## src/sv/lbp_pkg.sv

```systemverilog
// ----------------------------------------------------------------------------
// lbp_pkg
// Shared types and constants for the LED blink pattern generator.
// ----------------------------------------------------------------------------
package lbp_pkg;

  // Configuration register widths and indexes
  localparam int CFG_WIDTH = 24;
  localparam int CFG_INDEX_WIDTH = 2;

  typedef enum logic [CFG_INDEX_WIDTH-1:0] {
    CFG_QUICK_HALF = 2'd0,
    CFG_SLOW_HALF  = 2'd1,
    CFG_PULSE_HALF = 2'd2,
    CFG_PAUSE      = 2'd3
  } cfg_index_t;

  // Reset values of the configuration registers (microseconds)
  localparam logic [CFG_WIDTH-1:0] QUICK_HALF_RESET = 24'd60000;
  localparam logic [CFG_WIDTH-1:0] SLOW_HALF_RESET  = 24'd1200000;
  localparam logic [CFG_WIDTH-1:0] PULSE_HALF_RESET = 24'd120000;
  localparam logic [CFG_WIDTH-1:0] PAUSE_RESET      = 24'd1500000;

  // Field widths
  localparam int MODE_WIDTH   = 5;
  localparam int ON_WIDTH     = 24;
  localparam int OFF_WIDTH    = 29;
  localparam int PERIOD_WIDTH = 32;

  // Period used while the indicator is off
  localparam logic [PERIOD_WIDTH-1:0] OFF_PERIOD_US = 32'hFFFF_FFFF;

  // Mode codes
  localparam logic signed [MODE_WIDTH-1:0] MODE_STEADY_ON = -5'sd1;

  // LED commands
  typedef enum logic [1:0] {
    LED_OFF    = 2'd0,
    LED_ON     = 2'd1,
    LED_TOGGLE = 2'd2
  } led_cmd_t;

  // Per-mode timing of one registered poll
  typedef struct packed {
    logic signed [MODE_WIDTH-1:0] mode;
    logic [ON_WIDTH-1:0]          on_us;
    logic [OFF_WIDTH-1:0]         off_us;
    logic [PERIOD_WIDTH-1:0]      period_us;
  } lbp_times_t;

endpackage

```

## src/sv/lbp_timing.sv

```systemverilog
// ----------------------------------------------------------------------------
// lbp_timing
// Configuration registers and input stage: registers each poll together
// with the on, off and period times of its requested mode.
// ----------------------------------------------------------------------------
module lbp_timing #(
  parameter int TIME_WIDTH = 48
) (
  input  logic                                  clk,
  input  logic                                  rst,
  input  logic                                  cfg_write_en,
  input  logic [lbp_pkg::CFG_INDEX_WIDTH-1:0]   cfg_index,
  input  logic [lbp_pkg::CFG_WIDTH-1:0]         cfg_wdata,
  input  logic                                  in_load,
  input  logic [TIME_WIDTH-1:0]                 now_us,
  input  logic signed [lbp_pkg::MODE_WIDTH-1:0] mode,
  input  logic                                  advance,
  output logic                                  a_valid,
  output logic [TIME_WIDTH-1:0]                 a_now,
  output lbp_pkg::lbp_times_t                   a_times
);
  import lbp_pkg::*;

  logic [CFG_WIDTH-1:0] quick_half;
  logic [CFG_WIDTH-1:0] slow_half;
  logic [CFG_WIDTH-1:0] pulse_half;
  logic [CFG_WIDTH-1:0] pause;
  lbp_times_t           times_next;
  logic [OFF_WIDTH-1:0] counted_off;

  // Configuration writes
  always_ff @(posedge clk) begin
    if (rst) begin
      quick_half <= QUICK_HALF_RESET;
      slow_half  <= SLOW_HALF_RESET;
      pulse_half <= PULSE_HALF_RESET;
      pause      <= PAUSE_RESET;
    end else if (cfg_write_en) begin
      unique case (cfg_index_t'(cfg_index))
        CFG_QUICK_HALF: quick_half <= cfg_wdata;
        CFG_SLOW_HALF:  slow_half  <= cfg_wdata;
        CFG_PULSE_HALF: pulse_half <= cfg_wdata;
        CFG_PAUSE:      pause      <= cfg_wdata;
        default:        ;
      endcase
    end
  end

  // Counted flashes: off time is 2*N pulse half periods
  assign counted_off = OFF_WIDTH'(pulse_half) * OFF_WIDTH'({mode[3:0], 1'b0});

  // Per-mode times
  always_comb begin
    times_next.mode = mode;
    if (mode < MODE_STEADY_ON) begin
      times_next.on_us     = '0;
      times_next.off_us    = '0;
      times_next.period_us = OFF_PERIOD_US;
    end else if (mode == MODE_STEADY_ON) begin
      times_next.on_us     = '0;
      times_next.off_us    = '0;
      times_next.period_us = '0;
    end else if (mode[4:1] == 4'd0) begin
      times_next.on_us     = mode[0] ? slow_half : quick_half;
      times_next.off_us    = OFF_WIDTH'(times_next.on_us);
      times_next.period_us = PERIOD_WIDTH'({times_next.on_us, 1'b0});
    end else begin
      times_next.on_us     = pulse_half;
      times_next.off_us    = counted_off;
      times_next.period_us = PERIOD_WIDTH'(counted_off) + PERIOD_WIDTH'(pause);
    end
  end

  // Input stage valid
  always_ff @(posedge clk) begin
    if (rst) begin
      a_valid <= 1'b0;
    end else begin
      a_valid <= in_load || (a_valid && !advance);
    end
  end

  // Input stage payload
  always_ff @(posedge clk) begin
    if (in_load) begin
      a_now   <= now_us;
      a_times <= times_next;
    end
  end

endmodule

```

## src/sv/lbp_decide.sv

```systemverilog
// ----------------------------------------------------------------------------
// lbp_decide
// Pattern state and command decision: compares the poll time with the phase
// start and last toggle, updates the state and registers the command.
// ----------------------------------------------------------------------------
module lbp_decide #(
  parameter int TIME_WIDTH = 48
) (
  input  logic                  clk,
  input  logic                  rst,
  input  logic                  a_valid,
  input  logic [TIME_WIDTH-1:0] a_now,
  input  lbp_pkg::lbp_times_t   a_times,
  input  logic                  out_stall,
  output logic                  advance,
  output logic                  out_valid,
  output logic [1:0]            led_command
);
  import lbp_pkg::*;

  // Sum width holds any base plus any duration without wrapping
  localparam int SUM_WIDTH = ((TIME_WIDTH > PERIOD_WIDTH) ? TIME_WIDTH : PERIOD_WIDTH) + 1;

  logic signed [MODE_WIDTH-1:0] active_mode;
  logic [TIME_WIDTH-1:0]        phase_start;
  logic [TIME_WIDTH-1:0]        last_toggle;

  logic [SUM_WIDTH-1:0] now_ext;
  logic [SUM_WIDTH-1:0] period_end;
  logic [SUM_WIDTH-1:0] off_end;
  logic [SUM_WIDTH-1:0] on_end;
  logic                 changed;
  logic                 fire;
  logic                 set_phase;
  logic                 set_toggle;
  led_cmd_t             cmd;

  assign advance = !out_valid || !out_stall;

  // Deadlines; a sum past the time range is never reached
  assign now_ext    = SUM_WIDTH'(a_now);
  assign period_end = SUM_WIDTH'(phase_start) + SUM_WIDTH'(a_times.period_us);
  assign off_end    = SUM_WIDTH'(phase_start) + SUM_WIDTH'(a_times.off_us);
  assign on_end     = SUM_WIDTH'(last_toggle) + SUM_WIDTH'(a_times.on_us);
  assign changed    = (a_times.mode != active_mode);

  // Command selection; a mode change restarts the phase and emits nothing
  always_comb begin
    fire       = 1'b0;
    set_phase  = 1'b0;
    set_toggle = 1'b0;
    cmd        = LED_OFF;
    priority if (changed) begin
      set_phase  = 1'b1;
      set_toggle = 1'b1;
    end else if (now_ext > period_end) begin
      fire       = 1'b1;
      cmd        = LED_ON;
      set_phase  = 1'b1;
      set_toggle = 1'b1;
    end else if (now_ext > off_end) begin
      fire = 1'b1;
      cmd  = LED_OFF;
    end else if (now_ext > on_end) begin
      fire       = 1'b1;
      cmd        = LED_TOGGLE;
      set_toggle = 1'b1;
    end else begin
      fire = 1'b0;
    end
  end

  // Pattern state
  always_ff @(posedge clk) begin
    if (rst) begin
      active_mode <= '0;
      phase_start <= '0;
      last_toggle <= '0;
    end else if (a_valid && advance) begin
      active_mode <= a_times.mode;
      if (set_phase) begin
        phase_start <= a_now;
      end
      if (set_toggle) begin
        last_toggle <= a_now;
      end
    end
  end

  // Result register valid
  always_ff @(posedge clk) begin
    if (rst) begin
      out_valid <= 1'b0;
    end else if (advance) begin
      out_valid <= a_valid && fire;
    end
  end

  // Result register payload
  always_ff @(posedge clk) begin
    if (advance) begin
      led_command <= cmd;
    end
  end

endmodule

```

## src/sv/led_blink_pattern_generator.sv

```systemverilog
// ----------------------------------------------------------------------------
// led_blink_pattern_generator
// Turns timed indicator polls into LED on, off and toggle commands.
// ----------------------------------------------------------------------------
// Usage:
//   Each poll on the input channel (in_valid / in_stall) carries now_us and
//   the requested mode. A poll yields zero or one command on the output
//   channel (out_valid / out_stall): 0 off, 1 on, 2 toggle.
//   A poll is first registered with the on, off and period times of its
//   mode, then compared against the phase start and last toggle times; the
//   command lands in the output register. Throughput is one poll per cycle
//   while the receiver does not stall: the input and output registers each
//   hold one transaction, and the state update settles within the single
//   decision stage, so back-to-back polls see the updated state.
//   When the receiver stalls a waiting command, one more poll is taken
//   into an empty input register, then in_stall rises until the command is
//   taken.
//   Configuration registers are written through cfg_write_en, cfg_index and
//   cfg_wdata while no poll is in flight.
//   Reset (rst, synchronous) restores the default half periods and pause,
//   clears the mode to quick flash and both timestamps to zero, and empties
//   both registers.
// ----------------------------------------------------------------------------
module led_blink_pattern_generator #(
  parameter int TIME_WIDTH = 48
) (
  input  logic                                  clk,
  input  logic                                  rst,
  input  logic                                  cfg_write_en,
  input  logic [lbp_pkg::CFG_INDEX_WIDTH-1:0]   cfg_index,
  input  logic [lbp_pkg::CFG_WIDTH-1:0]         cfg_wdata,
  input  logic                                  in_valid,
  output logic                                  in_stall,
  input  logic [TIME_WIDTH-1:0]                 now_us,
  input  logic signed [lbp_pkg::MODE_WIDTH-1:0] mode,
  output logic                                  out_valid,
  input  logic                                  out_stall,
  output logic [1:0]                            led_command
);
  import lbp_pkg::*;

  logic                  a_valid;
  logic [TIME_WIDTH-1:0] a_now;
  lbp_times_t            a_times;
  logic                  advance;
  logic                  in_load;

  // Input stage frees up whenever its poll moves on
  assign in_stall = a_valid && !advance;
  assign in_load  = in_valid && !in_stall;

  lbp_timing #(
    .TIME_WIDTH(TIME_WIDTH)
  ) u_timing (
    .clk         (clk),
    .rst         (rst),
    .cfg_write_en(cfg_write_en),
    .cfg_index   (cfg_index),
    .cfg_wdata   (cfg_wdata),
    .in_load     (in_load),
    .now_us      (now_us),
    .mode        (mode),
    .advance     (advance),
    .a_valid     (a_valid),
    .a_now       (a_now),
    .a_times     (a_times)
  );

  lbp_decide #(
    .TIME_WIDTH(TIME_WIDTH)
  ) u_decide (
    .clk        (clk),
    .rst        (rst),
    .a_valid    (a_valid),
    .a_now      (a_now),
    .a_times    (a_times),
    .out_stall  (out_stall),
    .advance    (advance),
    .out_valid  (out_valid),
    .led_command(led_command)
  );

endmodule

```

## config.mk

```make
export PLATFORM = sky130hd
export DESIGN_NAME = led_blink_pattern_generator
export DESIGN_NICKNAME = d
export VERILOG_FILES = /design/src/sv/lbp_pkg.sv /design/src/sv/lbp_timing.sv /design/src/sv/lbp_decide.sv /design/src/sv/led_blink_pattern_generator.sv
export SDC_FILE = /design/constraint.sdc
export NUM_CORES = 1
export LEC_CHECK = 0
export ABC_AREA = 0
export ABC_CLOCK_PERIOD_IN_PS = 9500
export BUFFER_PORTS_ARGS = -buffer_cell sky130_fd_sc_hd__buf_2
export CAP_MARGIN = 25
export CORE_MARGIN = 3
export CORE_UTILIZATION = 53
export CTS_CLUSTER_DIAMETER = 30
export CTS_CLUSTER_SIZE = 10
export DETAILED_ROUTE_END_ITERATION = 16
export PLACE_DENSITY = 0.75
export SLEW_MARGIN = 20
export SYNTH_ARGS = -nofsm -noshare
export SYNTH_HDL_FRONTEND = slang
export SYNTH_SLANG_ARGS = --single-unit
```

## constraint.sdc

```tcl
create_clock -name clk -period 9.5 [get_ports clk]
set_clock_uncertainty 0.15 [all_clocks]
set_input_delay 1.425 -clock clk [delete_from_list [all_inputs] [get_ports clk]]
set_output_delay 1.425 -clock clk [all_outputs]
set_load 0.005 [all_outputs]
```

## Yosys cells after proc, flatten, opt, wreduce, memory -nomap -nowiden

Index checks and enable logic that the tools add are counted.

- Reduce and logical (&&, ||, !) cells: 22
- Mux-type cells: 15
- Bitwise operators: 1
- Multiply operators: 1
- Add/subtract/negate cells: 4
- Equality and inequality tests: 5
- $lt $le $gt $ge: 4

Operators by type and width:

| operator | count |
|---|---|
| $gt 48x49->1 | 3 |
| $mux 85 | 1 |
| $add 48x24->49 | 1 |
| $add 48x29->49 | 1 |
| $add 48x32->49 | 1 |
| $mux 32 | 1 |
| $add 29x24->30 | 1 |
| $mul 24x4->28 | 1 |
| $mux 24 | 1 |
| $reduce_and 2->1 | 6 |
| $mux 1 | 11 |
| $reduce_or 3->1 | 3 |
| $eq 5x1->1 const B | 1 |
| $lt 5x1->1 const B | 1 |
| $ne 5x5->1 | 1 |
| $eq 2x2->1 const B | 2 |
| $logic_and 1x1->1 | 4 |
| $logic_not 1->1 | 4 |
| $logic_not 4->1 | 1 |
| $eq 2x1->1 const B | 1 |
| $logic_not 2->1 | 1 |
| $logic_or 1x1->1 | 2 |
| $mux 2 | 1 |
| $reduce_or 2->1 | 1 |
| $not 1->1 | 1 |

- Bits in registers: 339
- Input port bits: 84
- Logic and storage cells: 70

## Logic depth before layout (Yosys ltp)

- Depth in word-level cells: 7
- Mapped depth: 27

## By module

A second synthesis with hierarchy kept.

- Cell total of the unflattened synthesis: 2963
- Area, all modules: 25833.5 µm²

Modules (own cells, without submodules):

| module | cells an instance | area each (µm²) | seq. area each (µm²) | instances |
|---|---|---|---|---|
| lbp_timing | 1327 | 12914.9 | 6055.8 | 1 |
| lbp_decide | 1634 | 12896.1 | 2102.0 | 1 |
| led_blink_pattern_generator | 2 | 22.5 | 0.0 | 1 |

## Worst setup path after synthesis

OpenSTA, ideal clock, no wires.

- Path kind: input to register
- Start point: input port out_stall
- End point: register u_timing.a_now[0] (enable)
- Data arrival time: 7.684 ns
- Library setup time: 0.651 ns
- Cell stages on the path: 2
- Data required time: 8.699 ns
- Path slack: 1.015 ns
- Path through: and3_1 nor2b_1

- Longest elaborated chain between the ends: 6

RTL lines:

| element | RTL line | RTL |
|---|---|---|
| from (decl) | led_blink_pattern_generator.sv:37 | `input logic out_stall,` |
| $logic_not 1->1 | lbp_decide.sv:38 | `assign advance = !out_valid \|\| !out_stall;` |
| $logic_or 1x1->1 | lbp_decide.sv:38 |  |
| $logic_not 1->1 | led_blink_pattern_generator.sv:49 | `assign in_stall = a_valid && !advance;` |
| $logic_and 1x1->1 | led_blink_pattern_generator.sv:49 |  |
| $logic_not 1->1 | led_blink_pattern_generator.sv:50 | `assign in_load = in_valid && !in_stall;` |
| $logic_and 1x1->1 | led_blink_pattern_generator.sv:50 |  |
| via in_load | led_blink_pattern_generator.sv:46 | `logic in_load;` |
| to (signal assigned) | lbp_timing.sv:86 | `a_now <= now_us;` |
| to (decl) | lbp_timing.sv:19 | `output logic [TIME_WIDTH-1:0] a_now,` |

The timed path passes the listed nets, and every way through them passes these cells.
A chain may end at the register's enable or synchronous reset.

## Worst setup path after layout

- Start point: input port mode[3] in the netlist's numbering
- End point: register, netlist name u_timing.a_times[29]

- Longest elaborated chain between the ends: 4

RTL lines:

| element | RTL line | RTL |
|---|---|---|
| from (decl) | led_blink_pattern_generator.sv:35 | `input logic signed [lbp_pkg::MODE_WIDTH-1:0] mode,` |
| $mul 24x4->28 | lbp_timing.sv:50 | `assign counted_off = OFF_WIDTH'(pulse_half) * OFF_WIDTH'({mode[3:0], 1'b0});` |
| $add 29x24->30 | lbp_timing.sv:70 | `times_next.period_us = PERIOD_WIDTH'(counted_off) + PERIOD_WIDTH'(pause);` |
| $mux 85 | lbp_timing.sv:63 | `end else if (mode[4:1] == 4'd0) begin` |
| $mux 32 | lbp_timing.sv:59 | `end else if (mode == MODE_STEADY_ON) begin` |

Several ways; a longest one is shown, not always the timed one.

==> results summary <==
The synthesized design spends more area on one cell type than any other, namely edfxtp_1. The count of endpoints failing setup in the final report is 0. The share of synthesized area in the top cell type comes to 16.4%.

The final-layout worst hold slack is 0.303 ns. After layout, the minimum clock period comes to 7.14 ns. Entering global routing, the biggest net connects 140 pins. The cell-internal power is 0.00416 W. The congestion estimate from routability-driven global placement came to 0.899. The synthesized area came out at 25400 um^2. The combinational share of power came out at 22.8%. The hold buffer count at cts came out at 0.

In this run the power density over the cells is 204 nW/um^2. The number of detailed-routing iterations run before antenna repair came out at 8. Summed over all failing endpoints, the final setup total negative slack is 0 ns.

The tree is rooted in a clkbuf_16. The met3 capacity usage during global routing is 4.01%. The post-synthesis to final-layout area growth is 15.0%.

The number of antenna violations at the first check in global routing was 2. The clock drives 338 sinks. The HPWL reported at the end of detailed placement is 50700 um.

Setup repair after global routing left no endpoint under its margin. The run finished with clean final reports. The min-delay analysis places its worst path in the category reg2reg. The share of layout cells above drive strength 1 is 9.37%. The H-tree was split into 3 levels. For this design the static power due to leakage is 13.1 nW. The final antenna diode count is 0. The switching share of power came out at 30.3%. Leaving out fill and tap cells, the most frequent cell in the layout is nand2_1. The count of cells in the finished layout, fillers not included, comes to 3594. The multi-input combinational cells in the finished layout cover a total of 16400 um^2. The net switching power is 0.00181 W. The sum of overflow across all layers after global routing came out at 0. Gates resized during post-CTS repair numbered 0.

The final max-slew violation count came to 0. The placed cell area is 26300 um^2. The via density per instance came out at 5.86. The number of port buffers came out at 87.

The initial core utilization came out at 54.2%. The synthesized instance count came out at 2832. The number of failing hold endpoints at the final stage came to 0. Along the worst path, the maximum fanout reaches 27. For this run, the leading register cell type out of synthesis is dfxtp_1. The floorplan step set the die width to 225 um. The worst-case clock buffer depth came out at 3. The die outline area is 50700 um^2. The antenna violation net count after detailed routing is 0.

The synthesized design contains 338 register bits. 88 I/O pins were placed. The number of global-route vias before repair was 21000. The peak clock frequency supported by timing came out at 0.140 GHz. Yosys mapped a number of flops with a built-in enable equal to 139. The final clock period utilization by the worst path is 75.1%. The post-layout instance area is 29300 um^2. TritonCTS created 82 clock buffers. The number of violations of the max-capacitance limit came out at 0. For this run, the total global-route usage over all layers was measured as 26.6%. The latest clock arrival within the worst-skew pair is 0.62 ns. Dividing the synthesized area by the synthesized cell count gives 8.98 um^2. The clock power share is 47.8%.

After filler insertion, the fill cell instance count of the layout stands at 3895. The number of placement rows is 79. In the synthesized netlist the async set-or-reset flop fraction comes to 0%. The headroom to the max-slew limit came out at 34.8%. The portion of total power attributed to sequential cells came out at 29.4%. The layer carrying the most global-route usage is met2. The first routing iteration left 1281 violations. The core area is 47000 um^2. After synthesis, the cell types taking the most area are edfxtp_1, dfxtp_1, ha_1. The overall via count from detail_route is 21100. In this run, distinct cell masters in the synthesized netlist total 84. The met2 routing resource usage after global routing came out at 43.7%. The met1 track demand over resource is 35.4%. Including well taps, the total number of placed cells is 3439.

The critical path required time came out at 9.69 ns. The aggregate routed wire length is 67500 um. The sequential area share after synthesis is 32.1%. STA classifies the critical path endpoint as a flop. The clock tree from TritonCTS is done. In the layout the commonest cells are nand2_1, ha_1, a21oi_1. At the worst endpoint, the arrival time is 7.33 ns.

The worst setup path is of the in2reg kind. Clock-pin slew was measured on the worst setup and hold paths at 0.05 ns. The slew of the pin with the lowest slew margin came out at 0.979 ns. Across the VDD grid, the largest voltage drop is 0.000182 V. The number of nets in the layout came out at 3338. The number of warnings printed during yosys synthesis is 0.

Measured along the y axis, the die boundary spans 225 um. In this run the post-CTS setup repair buffer count came out at 0. The first-pass GRT wire length came out at 108000 um. The area taken by flip-flops and latches is 8160 um^2. STA classifies the critical path startpoint as an input pin. The routed length per instance is 18.8 um. The number of nets in the synthesized netlist is 3251. The total power consumption of the routed design is 0.00597 W. After detailed routing, the number of remaining DRC violations is 0.
-- layer usage --
| layer | vias up | routed length (um) |
|---|---|---|
| li1 | 10200 | - |
| met1 | 10100 | 30600 |
| met2 | 611 | 31000 |
| met3 | 137 | 3590 |
| met4 | 0 | 2250 |
| met5 | - | 0 |
-- final timing paths --
| kind | startpoint | end | slack, ns | cells past startpoint |
|---|---|---|---|---|
| min reg2reg | u_timing.slow_half[0] | u_timing.slow_half[0] | 0.30 | 2 |
| min | u_timing.slow_half[0] | u_timing.slow_half[0] | 0.30 | 2 |
| max | mode[3] | u_timing.a_times[29] | 2.36 | 23 |
| max reg2reg | u_decide.phase_start[0] | u_decide.phase_start[31] | 2.40 | 25 |
-- sequential cells by signal, indices dropped and copies added, names as in the netlist --
name / cells
u_timing.pause: 24
u_timing.a_times: 89
u_decide.last_toggle: 48
u_decide.out_valid: 1
u_decide.led_command: 2
u_timing.slow_half: 24
u_timing.pulse_half: 24
u_decide.active_mode: 5
u_decide.phase_start: 48
u_timing.a_valid: 1
u_timing.a_now: 48
u_timing.quick_half: 24
-- metrics by stage --
stage / setup WS, ns / util, %
6_report: 2.36 / 62.3
5_1_grt: 1.95 / 62.3
4_1_cts: 2.42 / 62.2
3_5_place_dp: 1.79 / 56.1
3_3_place_gp: 1.96 / 56.0
2_1_floorplan: 1.02 / -
-- power by group through the flow --
stage | combinational [W] | clock [W] | sequential (W)
after CTS | 0.00135 | 0.00288 | 0.00175
after global placement | 0.00129 | 0 | 0.00177
final | 0.00136 | 0.00285 | 0.00175
after detailed placement | 0.00133 | 0 | 0.00177
after floorplan | 0.00106 | 0 | 0.00172
after global routing | 0.00153 | 0.00297 | 0.00176
-- area by class of cell --
cell class,count,area share (%)
tap,607,2.60
inverter,125,1.60
clock inverter,54,2.17
clock buffer,98,7.64
timing repair buffer,103,2.14
sequential,338,27.9
multi-input combinational,2269,56.0
-- synth_stat cells, types with 4 or more instances --
master and n:
inv_1 125, ha_1 287, nor2_1 176, nor4_1 19
a31oi_1 5, nand2b_1 121, nor2b_1 38, and4_1 6
a221oi_1 7, mux2_2 6, o21ai_1 5, nand3b_1 34
nand2_1 373, or3_1 14, a2111oi_0 9, o22ai_1 6
a21oi_1 221, and3_1 20, nand4_1 45, o21a_1 27
or2_2 5, edfxtp_1 139, o221ai_1 4, nand3_1 51
o31ai_1 10, fa_1 48, a211o_1 11, a211oi_1 16
o21bai_1 17, a311oi_1 5, xor2_1 85, mux2i_1 116
and2_1 75, xnor2_1 95, o211ai_1 14, o21ai_0 79
clkbuf_1 85, dfxtp_1 199, nor3_1 27, a21o_1 131
-- worst max-delay path, stage by stage --
cell      delay [ns]
buf_2           0.37
nand2_1         0.15
fa_1            0.55
inv_1           0.05
fa_1            0.49
ha_1            0.33
a211oi_1        0.35
o21ai_0         0.18
and2_1          0.20
a21o_1          0.19
a21o_1          0.19
a21o_1          0.18
a21oi_1         0.18
xnor2_1         0.18
ha_1            0.33
a211oi_1        0.29
o211ai_1        0.18
a41o_1          0.31
a311oi_1        0.49
o211a_1         0.23
or3_1           0.17
nor3_4          0.07
a31o_2          0.25
-- cell families (layout without fill, tap and decap cells) --
kind of cell	count (synthesis)	in the layout	share of synthesized area [%]
AO/OA/AOI/OAI	614	614	15.7
XOR/XNOR	180	180	6.20
adder cells (fa/ha/maj)	335	335	17.9
buffers and inverters	225	380	3.62
flip-flops	338	338	32.1
multiplexers	122	122	4.83
AND/OR/NAND/NOR	1018	1018	19.7
No activity file was read; power rests on OpenSTA's default activity.
